`src/utf8d_pkg.sv`:
```
// Shared types and constants for the lenient UTF-8 decoder.
`default_nettype none

package utf8d_pkg;

  localparam int unsigned CP_W        = 21;
  localparam int unsigned MAX_RESULTS = 4;
  localparam int unsigned HELD_DEPTH  = 2;
  localparam int unsigned RIDX_W      = $clog2(MAX_RESULTS);

  // sequence lengths
  localparam logic [2:0] LEN_NONE = 3'd0;
  localparam logic [2:0] LEN_2    = 3'd2;
  localparam logic [2:0] LEN_3    = 3'd3;
  localparam logic [2:0] LEN_4    = 3'd4;

  // byte tags
  localparam logic [1:0] TAG_CONT  = 2'b10;
  localparam logic [2:0] TAG_LEAD2 = 3'b110;
  localparam logic [3:0] TAG_LEAD3 = 4'b1110;
  localparam logic [4:0] TAG_LEAD4 = 5'b11110;

  localparam logic [CP_W-1:0] CP_UPPER_A = 21'h41;
  localparam logic [CP_W-1:0] CP_UPPER_Z = 21'h5A;
  localparam logic [CP_W-1:0] CP_FOLD    = 21'h20;

  typedef struct packed {
    logic [CP_W-1:0] cp;
    logic            raw;
  } result_t;

  typedef struct packed {
    result_t [MAX_RESULTS-1:0] res;
    logic [RIDX_W-1:0]         last_idx;
    logic                      text_end;
  } pkt_t;

endpackage

`default_nettype wire

```
`src/utf8d_front.sv`:
```
// Front end: accepts bytes, tracks the open sequence and builds result packets.
`default_nettype none

module utf8d_front
  import utf8d_pkg::*;
(
  input  wire logic       clk,
  input  wire logic       rst,
  input  wire logic       in_valid,
  output logic            in_stall,
  input  wire logic [7:0] data_byte,
  input  wire logic       text_end,
  input  wire logic       q_full,
  output logic            push,
  output pkt_t            push_pkt
);

  logic [7:0]      lead_byte, lead_byte_next;
  logic [2:0]      exp_len, exp_len_next;
  logic [1:0]      held_cnt, held_cnt_next;
  logic [7:0]      held [HELD_DEPTH];
  logic [CP_W-1:0] partial, partial_next;
  logic            accept;
  logic [2:0]      n;
  logic            hold_wr;
  logic [CP_W-1:0] pv;
  result_t [MAX_RESULTS-1:0] res;

  assign in_stall = q_full;
  assign accept   = in_valid && !q_full;

  always_comb begin
    n              = 3'd0;
    res            = '0;
    hold_wr        = 1'b0;
    lead_byte_next = lead_byte;
    exp_len_next   = exp_len;
    held_cnt_next  = held_cnt;
    partial_next   = partial;
    pv             = {partial[CP_W-7:0], data_byte[5:0]};

    if (exp_len != LEN_NONE && data_byte[7:6] == TAG_CONT) begin
      if ({1'b0, held_cnt} + 3'd2 >= exp_len) begin
        res[n[RIDX_W-1:0]] = '{cp: pv, raw: 1'b0};
        n = n + 3'd1;
        exp_len_next   = LEN_NONE;
        held_cnt_next  = 2'd0;
        partial_next   = '0;
        lead_byte_next = 8'd0;
      end else begin
        hold_wr       = 1'b1;
        held_cnt_next = held_cnt + 2'd1;
        partial_next  = pv;
      end
    end else begin
      if (exp_len != LEN_NONE) begin
        res[n[RIDX_W-1:0]] = '{cp: CP_W'(lead_byte), raw: 1'b1};
        n = n + 3'd1;
        for (int i = 0; i < HELD_DEPTH; i++) begin
          if (2'(i) < held_cnt) begin
            res[n[RIDX_W-1:0]] = '{cp: CP_W'(held[i]), raw: 1'b1};
            n = n + 3'd1;
          end
        end
        exp_len_next   = LEN_NONE;
        held_cnt_next  = 2'd0;
        partial_next   = '0;
        lead_byte_next = 8'd0;
      end
      if (!data_byte[7]) begin
        res[n[RIDX_W-1:0]] = '{cp: CP_W'(data_byte), raw: 1'b0};
        n = n + 3'd1;
      end else if (data_byte[7:5] == TAG_LEAD2) begin
        lead_byte_next = data_byte;
        exp_len_next   = LEN_2;
        held_cnt_next  = 2'd0;
        partial_next   = CP_W'(data_byte[4:0]);
      end else if (data_byte[7:4] == TAG_LEAD3) begin
        lead_byte_next = data_byte;
        exp_len_next   = LEN_3;
        held_cnt_next  = 2'd0;
        partial_next   = CP_W'(data_byte[3:0]);
      end else if (data_byte[7:3] == TAG_LEAD4) begin
        lead_byte_next = data_byte;
        exp_len_next   = LEN_4;
        held_cnt_next  = 2'd0;
        partial_next   = CP_W'(data_byte[2:0]);
      end else begin
        res[n[RIDX_W-1:0]] = '{cp: CP_W'(data_byte), raw: 1'b1};
        n = n + 3'd1;
      end
    end

    // flush an open sequence at end of text
    if (text_end && exp_len_next != LEN_NONE) begin
      res[n[RIDX_W-1:0]] = '{cp: CP_W'(lead_byte_next), raw: 1'b1};
      n = n + 3'd1;
      for (int i = 0; i < HELD_DEPTH; i++) begin
        if (2'(i) < held_cnt_next) begin
          if (hold_wr && 2'(i) == held_cnt) begin
            res[n[RIDX_W-1:0]] = '{cp: CP_W'(data_byte), raw: 1'b1};
          end else begin
            res[n[RIDX_W-1:0]] = '{cp: CP_W'(held[i]), raw: 1'b1};
          end
          n = n + 3'd1;
        end
      end
      exp_len_next   = LEN_NONE;
      held_cnt_next  = 2'd0;
      partial_next   = '0;
      lead_byte_next = 8'd0;
    end
  end

  assign push              = accept && (n != 3'd0);
  assign push_pkt.res      = res;
  assign push_pkt.last_idx = RIDX_W'(n - 3'd1);
  assign push_pkt.text_end = text_end;

  always_ff @(posedge clk) begin
    if (rst) begin
      lead_byte <= 8'd0;
      exp_len   <= LEN_NONE;
      held_cnt  <= 2'd0;
      partial   <= '0;
    end else if (accept) begin
      lead_byte <= lead_byte_next;
      exp_len   <= exp_len_next;
      held_cnt  <= held_cnt_next;
      partial   <= partial_next;
    end
  end

  always_ff @(posedge clk) begin
    if (accept && hold_wr) begin
      held[held_cnt[0]] <= data_byte;
    end
  end

endmodule

`default_nettype wire

```
`src/utf8d_queue.sv`:
```
// Packet queue between the front end and the output sequencer.
`default_nettype none

module utf8d_queue
  import utf8d_pkg::*;
#(
  parameter int unsigned DEPTH = 4
) (
  input  wire logic clk,
  input  wire logic rst,
  input  wire logic push,
  input  wire pkt_t push_pkt,
  output logic      full,
  input  wire logic pop,
  output logic      head_valid,
  output pkt_t      head
);

  localparam int unsigned PTR_W = (DEPTH > 1) ? $clog2(DEPTH) : 1;
  localparam int unsigned CNT_W = $clog2(DEPTH + 1);
  localparam logic [PTR_W-1:0] PTR_LAST = PTR_W'(DEPTH - 1);
  localparam logic [CNT_W-1:0] CNT_FULL = CNT_W'(DEPTH);

  pkt_t             slots [DEPTH];
  logic [PTR_W-1:0] wr_ptr, rd_ptr;
  logic [CNT_W-1:0] count;
  logic             do_push, do_pop;

  assign full       = (count == CNT_FULL);
  assign head_valid = (count != '0);
  assign head       = slots[rd_ptr];
  assign do_push    = push && !full;
  assign do_pop     = pop && head_valid;

  always_ff @(posedge clk) begin
    if (rst) begin
      wr_ptr <= '0;
      rd_ptr <= '0;
      count  <= '0;
    end else begin
      if (do_push) begin
        wr_ptr <= (wr_ptr == PTR_LAST) ? '0 : wr_ptr + PTR_W'(1);
      end
      if (do_pop) begin
        rd_ptr <= (rd_ptr == PTR_LAST) ? '0 : rd_ptr + PTR_W'(1);
      end
      if (do_push && !do_pop) begin
        count <= count + CNT_W'(1);
      end else if (do_pop && !do_push) begin
        count <= count - CNT_W'(1);
      end
    end
  end

  always_ff @(posedge clk) begin
    if (do_push) begin
      slots[wr_ptr] <= push_pkt;
    end
  end

endmodule

`default_nettype wire

```
`src/utf8d_back.sv`:
```
// Back end: steps through each packet and drives the output register.
`default_nettype none

module utf8d_back
  import utf8d_pkg::*;
(
  input  wire logic        clk,
  input  wire logic        rst,
  input  wire logic        fold_case,
  input  wire logic        head_valid,
  input  wire pkt_t        head,
  output logic             pop,
  output logic             out_valid,
  input  wire logic        out_stall,
  output logic [CP_W-1:0]  code_point,
  output logic             raw_fallback,
  output logic             run_last,
  output logic             final_result
);

  logic [RIDX_W-1:0] idx;
  logic              load;
  logic              last;
  result_t           sel;
  logic [CP_W-1:0]   cp_fold;

  assign load = head_valid && (!out_valid || !out_stall);
  assign sel  = head.res[idx];
  assign last = (idx == head.last_idx);
  assign pop  = load && last;

  always_comb begin
    cp_fold = sel.cp;
    if (fold_case && sel.cp >= CP_UPPER_A && sel.cp <= CP_UPPER_Z) begin
      cp_fold = sel.cp | CP_FOLD;
    end
  end

  always_ff @(posedge clk) begin
    if (rst) begin
      out_valid <= 1'b0;
      idx       <= '0;
    end else begin
      if (load) begin
        out_valid <= 1'b1;
        idx       <= last ? '0 : idx + RIDX_W'(1);
      end else if (!out_stall) begin
        out_valid <= 1'b0;
      end
    end
  end

  always_ff @(posedge clk) begin
    if (load) begin
      code_point   <= cp_fold;
      raw_fallback <= sel.raw;
      run_last     <= last;
      final_result <= last && head.text_end;
    end
  end

endmodule

`default_nettype wire

```
`src/utf8_lenient_decoder_top.sv`:
```
// Top level of the lenient UTF-8 decoder.
//
//  channel | direction | handshake            | word
//  --------+-----------+----------------------+------------------------------------------
//  in      | input     | in_valid / in_stall  | data_byte, text_end
//  out     | output    | out_valid / out_stall| code_point, raw_fallback, run_last,
//          |           |                      | final_result
//  cfg     | input     | cfg_valid / cfg_ready| fold_case
//
// One byte is taken per cycle while the packet queue has room; a byte that
// yields results lands in the queue the same cycle. The output register sends
// one result per cycle while out_stall is low; a byte with more than one result
// holds the back end and the queue absorbs the burst. A result passes a queue
// slot, then the output register. Reset is synchronous and needs no clearing pass.
`default_nettype none

module utf8_lenient_decoder_top
  import utf8d_pkg::*;
#(
  parameter int unsigned QUEUE_DEPTH = 4
) (
  input  wire logic            clk,
  input  wire logic            rst,
  input  wire logic            in_valid,
  output logic                 in_stall,
  input  wire logic [7:0]      data_byte,
  input  wire logic            text_end,
  output logic                 out_valid,
  input  wire logic            out_stall,
  output logic [CP_W-1:0]      code_point,
  output logic                 raw_fallback,
  output logic                 run_last,
  output logic                 final_result,
  input  wire logic            cfg_valid,
  output logic                 cfg_ready,
  input  wire logic            fold_case
);

  logic fold_reg;
  logic push, q_full, pop, head_valid;
  pkt_t push_pkt, head;

  assign cfg_ready = 1'b1;

  always_ff @(posedge clk) begin
    if (rst) begin
      fold_reg <= 1'b0;
    end else if (cfg_valid && cfg_ready) begin
      fold_reg <= fold_case;
    end
  end

  utf8d_front u_front (
    .clk       (clk),
    .rst       (rst),
    .in_valid  (in_valid),
    .in_stall  (in_stall),
    .data_byte (data_byte),
    .text_end  (text_end),
    .q_full    (q_full),
    .push      (push),
    .push_pkt  (push_pkt)
  );

  utf8d_queue #(
    .DEPTH (QUEUE_DEPTH)
  ) u_queue (
    .clk        (clk),
    .rst        (rst),
    .push       (push),
    .push_pkt   (push_pkt),
    .full       (q_full),
    .pop        (pop),
    .head_valid (head_valid),
    .head       (head)
  );

  utf8d_back u_back (
    .clk          (clk),
    .rst          (rst),
    .fold_case    (fold_reg),
    .head_valid   (head_valid),
    .head         (head),
    .pop          (pop),
    .out_valid    (out_valid),
    .out_stall    (out_stall),
    .code_point   (code_point),
    .raw_fallback (raw_fallback),
    .run_last     (run_last),
    .final_result (final_result)
  );

endmodule

`default_nettype wire
```
`config.mk`:
```
export PLATFORM = sky130hd
export DESIGN_NAME = utf8_lenient_decoder_top
export DESIGN_NICKNAME = d
export VERILOG_FILES = /design/src/utf8d_pkg.sv /design/src/utf8d_front.sv /design/src/utf8d_queue.sv /design/src/utf8d_back.sv /design/src/utf8_lenient_decoder_top.sv
export SDC_FILE = /design/constraint.sdc
export NUM_CORES = 1
export LEC_CHECK = 0
export BUFFER_PORTS_ARGS = -buffer_cell sky130_fd_sc_hd__buf_2
export CAP_MARGIN = 20
export CORE_MARGIN = 2
export CORE_UTILIZATION = 60
export CTS_CLUSTER_SIZE = 24
export DETAILED_ROUTE_END_ITERATION = 10
export MAX_ROUTING_LAYER = met4
export PLACE_DENSITY = 0.77
export SLEW_MARGIN = 10
export SYNTH_ARGS = -nofsm -noshare
export SYNTH_HDL_FRONTEND = slang
export SYNTH_SLANG_ARGS = --single-unit
```
`constraint.sdc`:
```
create_clock -name clk -period 8.8 [get_ports clk]
set_input_delay 0.44 -clock clk [delete_from_list [all_inputs] [get_ports clk]]
set_output_delay 0.44 -clock clk [all_outputs]
set_load 0.05 [all_outputs]
```
==> results.yml <==
status:
  outcome: "finished clean"
yosys:
  synth_enable_flop_cells: 248
  synth_adder_area_share_pct: 2.26
  asyncSetResetFlopFracSynth_pct: 0
  synth_compound_area_share_pct: 12.6
  post_synth_main_area_contributors: "edfxtp_1 55%, mux4_2 7.1%, dfxtp_1 6.0%"
  dominantRegCellSynth: "edfxtp_1"
  synth_fp_nets: 1040
  synth_seq_cells: 289
  ys_types: 72
  synth_seq_area_share_pct: 60.7
  syn-cell-area_um2: 13600
  synth-simple-area-share_pct: 9.61
  post_synth_most_frequent_cells: "248 x edfxtp_1, 67 x nor2_1, 57 x nand2_1"
  synth.most_common_cell: "edfxtp_1"
  synth_top_family_by_area: "compound AO/OA/AOI/OAI gates"
  synth_xor_xnor_area_share_pct: 0.257
  postSynthAreaPerCell_um2: 13.6
  synth_largest_type_area_fraction_pct: 54.7
  synth.largest_area_cell: "edfxtp_1"
  synth.mux.area_fraction_pct: 11.3
  synth_warnings: 0
  synthesis.instances: 1001
clock_network:
  cts.repair_timing.setup_buffer_count: 0
  postCtsHoldBufs: 0
  clkLatencyLatePin_ps: 550
  tritoncts.num_buffers: 28
  worst_setup_hold_path_clk_slew_ps: 60
  ctsResizeCount: 0
  cts-htree-levels: 1
  cts_sinks: 289
  ctsLongestPathBuffers: 3
  clock-root-buffer: "clkbuf_16"
  tritoncts: "done"
sta:
  setup-violations-final: 0
  finalCriticalPeriod_ps: 6750
  rsz0062_at_grt: "false"
  maxSlewViolCount: 0
  final_count_of_hold_timing_violations: 0
  final_min_period_over_clock_period_pct: 76.7
  fmax_mhz: 148
  worst_pin_slew_ps: 1090
  timing.slew.headroom_pct: 26.6
  clock_skew_ps: 25.0
  finalSetupTns_ps: 0
critical_path:
  path_cells: "inv_1 > ha_1 > nor2_1 > ha_1 > inv_1 > a21oi_1 > o21ai_2 > ha_1 > nor3_1 > a21oi_1 > ha_1 > nand2_1 > nand2_1 > o22ai_1 > ha_1 > nor2b_1 > a21boi_0 > a211oi_2 > and2_2 > buf_4"
  path_max_fanout: 28
  timing.critical_path.max_delay_family: "adder cells"
  crit_required_ps: 8980
  cp.arrival_ps: 6930
  setup.worst_path.class: "reg -> reg"
  timing.reg2reg.setup_slack_ps: 2050
  critical-path-top-cell-by-count: "ha_1"
  timing.critical_path.slowest_cell_delay_ps: 730
  crit_path_start_kind: "flip-flop"
  timing.critical_path.slowest_stage_cell: "and2_2"
  worst-path-buf-inv: 3
  endpoint_kind: "flip-flop"
floorplanning:
  design.die.area_um2: 23900
  placement_rows: 55
  start_util_pct: 60.7
  core_area_um2: 22400
  vertical_die_dimension_um: 155
  io_pins: 42
  chipWidth_um: 155
routing:
  route.detailed.wl_per_inst_um: 26.8
  routed_wirelength_mm: 35.5
  dr.first_iter.drc_count: 1265
  route.vias.total: 9185
  final_antenna_net_count: 0
  route.detailed.drc: 0
  viasPerCell: 6.92
  drt_first_pass_iters: 6
global_routing:
  grt_pass1_vias: 8825
  overall_overflow_remaining_after_global_route: 0
  grt_usage_pct: 30.9
  grt_first_pass_wirelength_mm: 53.9
  grt_start_max_net_pins: 53
  antenna_found_initial: 0
worst_hold_path:
  worst_hold_path_type: "in -> reg"
power_and_ir_drop:
  vdd_ir_drop_max_v: 0.000161
  power_per_cell_area_nw_per_um2: 267
  leakage_power_nw: 5.13
  post-layout-total-power_mw: 3.99
layout:
  finish.net_count: 1059
  antenna-diode-count: 0
  drive_above_1_share_pct: 17.5
  largest_register_ff_count: 208
  largest-register: "u_queue.slots"
  growth_of_design_area_from_synthesis_to_finish_pct: 9.79
place:
  finalWeightedCongestion: 1.04
  place.detailed.hpwl_mm: 23.7
  placement.io_buffers: 40
run:
  maxCapViolCount: 0
per-layer routing:
layer / track usage [%] / vias to the layer above / share of wire (%)
li1: - / 4002 / -
met1: 43.5 / 4468 / 41
met2: 46.3 / 577 / 46
met3: 3.50 / 138 / 7.9
met4: 13.3 / 0 / 5.0
met5: - / - / 0
cells by family after synthesis:
group,Yosys count
buf+inv,101
compound gates,237
flops,289
fa+ha+maj,24
simple gates,264
xor+xnor,4
other cells,1
mux,81
per-stage QoR:
stage / worst slack (ps) / cell area, um^2 / util (%) / hold WS (ps) / std cells
3_3_place_gp: 2330 / 14000 / 62.4 / 456 / 1273
4_1_cts: 2150 / 14900 / 66.6 / 134 / 1326
5_1_grt: 1560 / 15000 / 66.6 / 170 / 1327
2_1_floorplan: 3220 / 13600 / - / 440 / 1001
6_report: 2050 / 15000 / 66.6 / 144 / 1327
3_5_place_dp: 2180 / 14000 / 62.4 / 463 / 1274
where the power goes:
group	internal, mW	switching (mW)
combinational	0.333	0.670
clock	0.707	0.505
sequential	1.69	0.0825
final timing paths:
kind                                    end  cells past startpoint                             start
min reg2reg   u_back.out_valid$_SDFFE_PP0P_                      2     u_back.out_valid$_SDFFE_PP0P_
max reg2reg  u_queue.slots[1][47]$_DFFE_PP_                     20  u_front.held_cnt[1]$_SDFFE_PP0P_
max          u_queue.slots[1][47]$_DFFE_PP_                     20  u_front.held_cnt[1]$_SDFFE_PP0P_
min                   fold_reg$_SDFFE_PP0P_                      3                         fold_case
cell usage in the layout, fill, tap and decap left out, drive strengths merged, types with 27 or more instances in the layout:
cell type	count
mux4	54
dfxtp	41
nand2	58
buf	57
a21oi	47
nand3	27
o21ai	27
clkbuf	35
edfxtp	248
inv	32
nor2	68
a22oi	46
cell type report:
cell class              count  area, um^2
clock buffers              34         764
inverters                  31         116
well taps                 285         357
fillers                  1530        7480
flip-flops and latches    289        8270
multi-input cells         611        4920
clock inverters            18         176
repair buffers             59         343
worst register-to-register path: stages (launching register included):
cell and delay [ps]:
dfxtp_1 710, inv_1 310, ha_1 550, nor2_1 340, ha_1 280, inv_1 90, a21oi_1 60, o21ai_2 210
ha_1 690, nor3_1 170, a21oi_1 290, ha_1 180, nand2_1 50, nand2_1 80, o22ai_1 70, ha_1 190
nor2b_1 140, a21boi_0 150, a211oi_2 540, and2_2 740, buf_4 540
Note: power is estimated with default switching activity, not from simulation.
